==> config.mk <==
export PLATFORM = sky130hd
export DESIGN_NAME = sops_step
export DESIGN_NICKNAME = d
export VERILOG_FILES = /design/src/hw/rtl/sops_pkg.sv /design/src/hw/rtl/sops_step.sv
export SDC_FILE = /design/constraint.sdc
export NUM_CORES = 1
export LEC_CHECK = 0
export ABC_CLOCK_PERIOD_IN_PS = 8189
export BUFFER_PORTS_ARGS = -buffer_cell sky130_fd_sc_hd__buf_2
export CORE_ASPECT_RATIO = 0.7
export CORE_UTILIZATION = 30
export CTS_CLUSTER_DIAMETER = 30
export CTS_CLUSTER_SIZE = 30
export DETAILED_ROUTE_END_ITERATION = 12
export SLEW_MARGIN = 40
export SYNTH_ARGS = -nofsm -noshare
export SYNTH_HDL_FRONTEND = slang
export SYNTH_SLANG_ARGS = --single-unit
==> constraint.sdc <==
create_clock -name i_clk -period 8.19 [get_ports i_clk]
set_clock_uncertainty 0.15 [all_clocks]
set_input_delay 1.2285 -clock i_clk [delete_from_list [all_inputs] [get_ports i_clk]]
set_output_delay 1.2285 -clock i_clk [all_outputs]
set_load 0.1 [all_outputs]
==> src/hw/rtl/sops_pkg.sv <==
`timescale 1ns / 1ps
// Shared types and constants of the soft-off power supervisor.
// No dependencies; every module imports this package.
package sops_pkg;

    // Input item kinds
    localparam logic [1:0] KIND_TICK   = 2'd0;
    localparam logic [1:0] KIND_PIN    = 2'd1;
    localparam logic [1:0] KIND_SAMPLE = 2'd2;

    // Pin function codes
    localparam logic [2:0] FN_OFF       = 3'd0;
    localparam logic [2:0] FN_LVL_RST   = 3'd1;
    localparam logic [2:0] FN_EDGE_RST  = 3'd2;
    localparam logic [2:0] FN_LVL_OFF   = 3'd3;
    localparam logic [2:0] FN_EDGE_OFF  = 3'd4;
    localparam logic [2:0] FN_UNDERVOLT = 3'd5;

    // Configuration register indexes
    localparam int unsigned CFG_IDX_W = 4;
    localparam logic [CFG_IDX_W-1:0] REG_INACT_LIMIT = 4'd0;
    localparam logic [CFG_IDX_W-1:0] REG_EXT_FN      = 4'd1;
    localparam logic [CFG_IDX_W-1:0] REG_AUX_FN      = 4'd2;
    localparam logic [CFG_IDX_W-1:0] REG_POLARITY    = 4'd3;
    localparam logic [CFG_IDX_W-1:0] REG_EXT_DEAD    = 4'd4;
    localparam logic [CFG_IDX_W-1:0] REG_AUX_DEAD    = 4'd5;
    localparam logic [CFG_IDX_W-1:0] REG_UV_THRESH   = 4'd6;
    localparam logic [CFG_IDX_W-1:0] REG_UV_LIMIT    = 4'd7;

    localparam logic [7:0] SAT_MAX8 = 8'hFF;

    typedef struct packed {
        logic [1:0] kind;
        logic       ext_level;
        logic       aux_level;
        logic [9:0] sample_value;
    } t_in_item;

    typedef struct packed {
        logic power_off;
        logic sample_request;
    } t_out_item;

    typedef struct packed {
        logic [CFG_IDX_W-1:0] index;
        logic [31:0]          value;
    } t_cfg_beat;

    // Current register set
    typedef struct packed {
        logic [31:0] inactivity_limit_seconds;
        logic [2:0]  ext_pin_function;
        logic [2:0]  aux_pin_function;
        logic [1:0]  pin_polarity;
        logic [7:0]  ext_deadtime_ticks;
        logic [7:0]  aux_deadtime_ticks;
        logic [9:0]  undervoltage_threshold;
        logic [7:0]  undervoltage_count_limit;
    } t_cfg_regs;

endpackage

==> src/hw/rtl/sops_step.sv <==
`timescale 1ns / 1ps
// Supervisor state and the single-pass update for one input item.
// Depends on sops_pkg.
module sops_step
    import sops_pkg::*;
#(
    parameter int unsigned TICKS_PER_SECOND = 2
) (
    input  logic      i_clk,
    input  logic      i_rst_n,
    input  logic      i_fire,
    input  t_in_item  i_item,
    input  t_cfg_regs i_regs,
    output t_out_item o_result
);

    localparam int unsigned PHASE_W = (TICKS_PER_SECOND > 1) ? $clog2(TICKS_PER_SECOND) : 1;
    localparam logic [PHASE_W:0] PHASE_END = (PHASE_W+1)'(TICKS_PER_SECOND);

    logic [PHASE_W-1:0] r_phase,    n_phase;
    logic [31:0]        r_inactive, n_inactive;
    logic [7:0]         r_startup,  n_startup;
    logic [7:0]         r_low_cnt,  n_low_cnt;
    logic               r_off,      n_off;

    logic [PHASE_W:0] phase_inc;
    logic [31:0]      inactive_inc;
    logic [7:0]       low_cnt_inc;
    logic             second_done;
    logic             do_pins;
    logic             ext_on;
    logic             aux_on;
    logic             ext_clr, ext_kill, aux_clr, aux_kill;
    logic             request;

    assign phase_inc    = {1'b0, r_phase} + (PHASE_W+1)'(1);
    assign second_done  = (phase_inc >= PHASE_END);
    assign inactive_inc = r_inactive + 32'd1;
    assign low_cnt_inc  = (r_low_cnt == SAT_MAX8) ? r_low_cnt : r_low_cnt + 8'd1;

    // Pin qualification uses the start-up count before this tick advances it
    assign ext_on = (r_startup >= i_regs.ext_deadtime_ticks)
                  && (i_item.ext_level ^ i_regs.pin_polarity[0]);
    assign aux_on = (r_startup >= i_regs.aux_deadtime_ticks)
                  && (i_item.aux_level ^ i_regs.pin_polarity[1]);

    // Decode pin actions
    always_comb begin
        ext_clr  = 1'b0;
        ext_kill = 1'b0;
        aux_clr  = 1'b0;
        aux_kill = 1'b0;
        case (i_regs.ext_pin_function) inside
            FN_LVL_RST, FN_EDGE_RST: ext_clr  = ext_on;
            FN_LVL_OFF, FN_EDGE_OFF: ext_kill = ext_on;
            default: ;
        endcase
        case (i_regs.aux_pin_function) inside
            FN_LVL_RST, FN_EDGE_RST: aux_clr  = aux_on;
            FN_LVL_OFF, FN_EDGE_OFF: aux_kill = aux_on;
            default: ;
        endcase
    end

    // Next state for one item
    always_comb begin
        n_phase    = r_phase;
        n_inactive = r_inactive;
        n_startup  = r_startup;
        n_low_cnt  = r_low_cnt;
        n_off      = r_off;
        request    = 1'b0;
        do_pins    = 1'b0;
        if (!r_off) begin
            case (i_item.kind)
                KIND_TICK: begin
                    if (second_done) begin
                        n_phase    = '0;
                        n_inactive = inactive_inc;
                        request    = (i_regs.ext_pin_function == FN_UNDERVOLT);
                        if (inactive_inc > i_regs.inactivity_limit_seconds) begin
                            n_off = 1'b1;
                        end else begin
                            do_pins = 1'b1;
                        end
                    end else begin
                        n_phase = phase_inc[PHASE_W-1:0];
                    end
                    if (r_startup != SAT_MAX8) begin
                        n_startup = r_startup + 8'd1;
                    end
                end
                KIND_PIN: begin
                    do_pins = 1'b1;
                end
                KIND_SAMPLE: begin
                    if (i_item.sample_value < i_regs.undervoltage_threshold) begin
                        n_low_cnt = low_cnt_inc;
                        if (low_cnt_inc >= i_regs.undervoltage_count_limit) begin
                            n_off = 1'b1;
                        end
                    end
                end
                default: ;
            endcase
            // External pin acts first; aux only if still running
            if (do_pins) begin
                if (ext_clr || (!ext_kill && aux_clr)) begin
                    n_inactive = '0;
                end
                if (ext_kill || aux_kill) begin
                    n_off = 1'b1;
                end
            end
        end
    end

    always_ff @(posedge i_clk) begin
        if (!i_rst_n) begin
            r_phase    <= '0;
            r_inactive <= '0;
            r_startup  <= '0;
            r_low_cnt  <= '0;
            r_off      <= 1'b0;
        end else if (i_fire) begin
            r_phase    <= n_phase;
            r_inactive <= n_inactive;
            r_startup  <= n_startup;
            r_low_cnt  <= n_low_cnt;
            r_off      <= n_off;
        end
    end

    assign o_result.power_off      = n_off;
    assign o_result.sample_request = request && !n_off;

endmodule

==> parameters.txt <==
Parameter                              Value

Place
  Sum of net half-perimeters after detailed placement ... 8.89 mm
  Placement-stage cell area ... 5110 um2
  Placer congestion estimate ... a little over 0.8
  Count of buffers inserted at the top-level ports ... a little over 90

Route
  Starting DRC count in detailed routing ... 177
  Per-cell routed wire length ... 13.0 um
  Number of detailed-route iterations in the first pass ... 5
  Vias per cell ... 4.70
  Number of vias in the routed layout ... between 3000 and 4000
  Final antenna-violating net count ... 0
  DRC violations left ... 0
  Detailed Route WL ... 10.8 mm

Critical path
  Delay contributed by the slowest stage of the critical path ... about 600 ps
  Startpoint of the most critical setup path ... r_inactive[0]$_SDFFE_PN0P_
  Cell chain of the critical path ... ha_1 -> nand3_1 -> nor2_1 -> nand2_1 -> nor2_1 -> nand4_1 -> xnor2_1 -> ha_1 -> nand4_2 -> or4_4 -> nor2_4 -> inv_2 -> a22o_4 -> a21oi_1 -> o31ai_1 -> nor3_1 -> buf_2
  Reg-to-Reg Start ... r_inactive[0]$_SDFFE_PN0P_
  Crit Path Class ... flip-flop to primary output
  CP Max Fanout ... 7
  Worst path top cell family by delay ... simple AND/OR/NAND/NOR gates
  Slowest-stage cell, CP ... or4_4
  Worst Path Arrival ... 4820 ps
  Buffers and inverters on the worst path ... 2
  Data required time of the worst path ... 6810 ps
  Launching element type of the critical path ... flip-flop
  Critical path capture point type ... primary output

Floorplanning
  Count of pins on the block boundary ... 93
  Floorplan die height ... 104 um
  Die outline area ... 15300 um2
  Die span in x ... 147 um
  Core Rows ... 36
  Core ar. ... 14200 um2
  Starting Density ... between 30% and 40%

Cells and area
  Most frequent standard cell in the layout excluding fill and tap cells ... buf_2
  Summed area of non-filler cells in the final layout ... 5240 um2
  Layout cells sized above 1 ... 19.2%
  Synthesis-to-finish area growth ... 18.2%
  Top library cells by usage in the layout, fill and taps aside ... buf_2 (92), ha_1 (68), inv_1 (65)
  Post-layout utilization of the core ... ~37%
  Layout filler cell count ... 1492
  Final net count ... 799
  Antenna Cells ... 0

Clocking
  Root Buffer ... clkbuf_16
  Deepest level of the CTS H-tree ... 2
  Total clock buffers created by CTS ... 5
  CTS tree ... yes
  Hold buffer count at cts ... 0
  Count of instances resized after the clock tree is built ... 0
  Skew-Pair Late Insertion Delay ... 290 ps
  CTS clk-pin slew, worst paths ... 60 ps
  Clock Tree Buf Depth ... 2
  Setup repair bufs after CTS ... 0
  Sinks on the clock net ... 50

Global routing
  Vias in the first global route ... 3636
  Global routing usage summed across all routing layers ... 14.5%
  Maximum number of pins on one net before global-route repair ... 22
  First-pass GRT wire length ... 17.8 mm
  Number of antenna violations at the first check in global routing ... 0
  Total gr overflow ... 0

STA
  Post-route fraction of the period consumed by the critical path ... approximately three quarters
  Final-layout setup total negative slack ... 0 ps
  Highest clock frequency the design can meet ... approximately 160 MHz
  RSZ-0062 raised after global routing ... false
  Transition time at the pin with the least slew margin ... between 700 and 800 ps
  Relative slew slack ... between 40% and 50%
  # setup viols final ... 0
  Period minus WS final ... a little over 6000 ps
  Number of slew-limit violations in the final report ... 0
  Hold Violations, Final ... 0

Min path
  Source of the worst hold timing path ... r_inactive[31]$_SDFFE_PN0P_
  Path type of the worst min-delay path ... flip-flop to flip-flop

Synthesis
  Number of enable-type register cells in the synthesized netlist ... 0
  Synth Cell Area ... 4440 um2
  Number of nets in the synthesized netlist ... about 710
  Syn avg cell area ... 8.08 um2
  Cells after Synth ... 549
  Sequential cell area fraction in the yosys report ... between 20% and 30%
  Most common flop cell mapped by yosys ... dfxtp_1
  Netlist cell types ... 57
  Fraction of synthesis flops using an asynchronous set or reset pin ... 0%
  Total of flip-flops plus latches after synthesis ... 50
  Count of yosys warnings during synthesis ... 0

Pwr
  Power per unit of standard cell area ... 99.5 nW/um2
  Total leakage power ... 0.00264 uW
  Peak ir drop on the vdd network ... 0.0637 mV

Flow run
  Max-Cap Viols ... 0

Run status
  Status ... completed
[cell usage after synthesis (3+ instances only)]
cell	n	area share, %
inv_1	65	5.5
mux2i_1	5	1.1
nor3_1	6	0.68
ha_1	68	19
nand4_1	18	2.5
dfxtp_1	50	23
and3_1	11	1.6
or2_2	4	0.56
nand2_1	48	4.1
o21ai_1	4	0.45
nand3_1	25	2.8
xor2_1	22	4.3
clkbuf_1	4	0.34
a21o_1	8	1.4
or3_1	3	0.42
o21ai_0	17	1.9
buf_2	4	0.45
or4_4	3	0.76
xnor2_1	21	4.1
and4_1	6	1.2
a211o_1	4	0.79
a22o_1	21	4.1
a31oi_1	4	0.56
a21oi_1	28	3.2
o21a_1	4	0.68
nor2b_1	6	0.85
nand2b_1	13	1.8
nor2_1	39	3.3
a211oi_1	3	0.51
[flip-flops by register name, summed over array words and instances (netlist names)]
name,cells
r_inactive,32
r_off,1
r_phase,1
r_low_cnt,8
r_startup,8
[through the flow]
step / hold WS (ps) / std cells / worst slack (ps) / power (uW)
after global routing: 372 / 830 / 1640 / 547
after global placement: 353 / 821 / 2460 / 329
after CTS: 359 / 830 / 2000 / 530
after floorplan: 319 / 549 / 1370 / 294
final: 361 / 830 / 1990 / 521
after detailed placement: 340 / 823 / 2320 / 330
[where the power goes]
part           internal, uW  switching [uW]  leakage (uW)  total (uW)
Combinational          37.3            40.8       0.00218        78.2
Sequential              244            1.39      0.000403         246
Clock                   112            85.8     0.0000640         198
Total                   393             128       0.00264         521
[worst paths after layout]
kind	cells past startpoint	end	slack, ps
setup / recovery	17	o_result[0]	1990
hold / removal	1	r_inactive[31]$_SDFFE_PN0P_	360
setup reg to reg	16	r_inactive[7]$_SDFFE_PN0P_	3390
hold reg to reg	1	r_inactive[31]$_SDFFE_PN0P_	360
[layout make-up]
type	count	area, um2	share of cell area (%)
clock buffers	7	133	2.53
repair buffers	94	483	9.21
multi-input cells	422	3140	59.8
flip-flops and latches	50	1000	19.1
well taps	190	238	4.53
inverters	67	251	4.80
[kinds of logic (layout without fill, tap and decap cells)]
logic type	after synthesis	count (layout)	synth area share, %
mux	7	7	1.64
flops	50	50	22.6
compound gates	111	111	18.3
simple gates	193	193	23.0
fa+ha+maj	68	68	19.2
buf+inv	77	168	6.88
xor+xnor	43	43	8.49
[layer usage]
metal	track usage [%]	part of all wire [%]	wire length, um	vias to the layer above
li1	-	-	-	2129
met1	22.6	57	6160	1668
met2	20.0	37	4050	94
met3	2.38	4.7	510	8
met4	3.53	0.95	103	0
met5	0	0	0	-
Note: power is estimated with default switching activity, not from simulation.
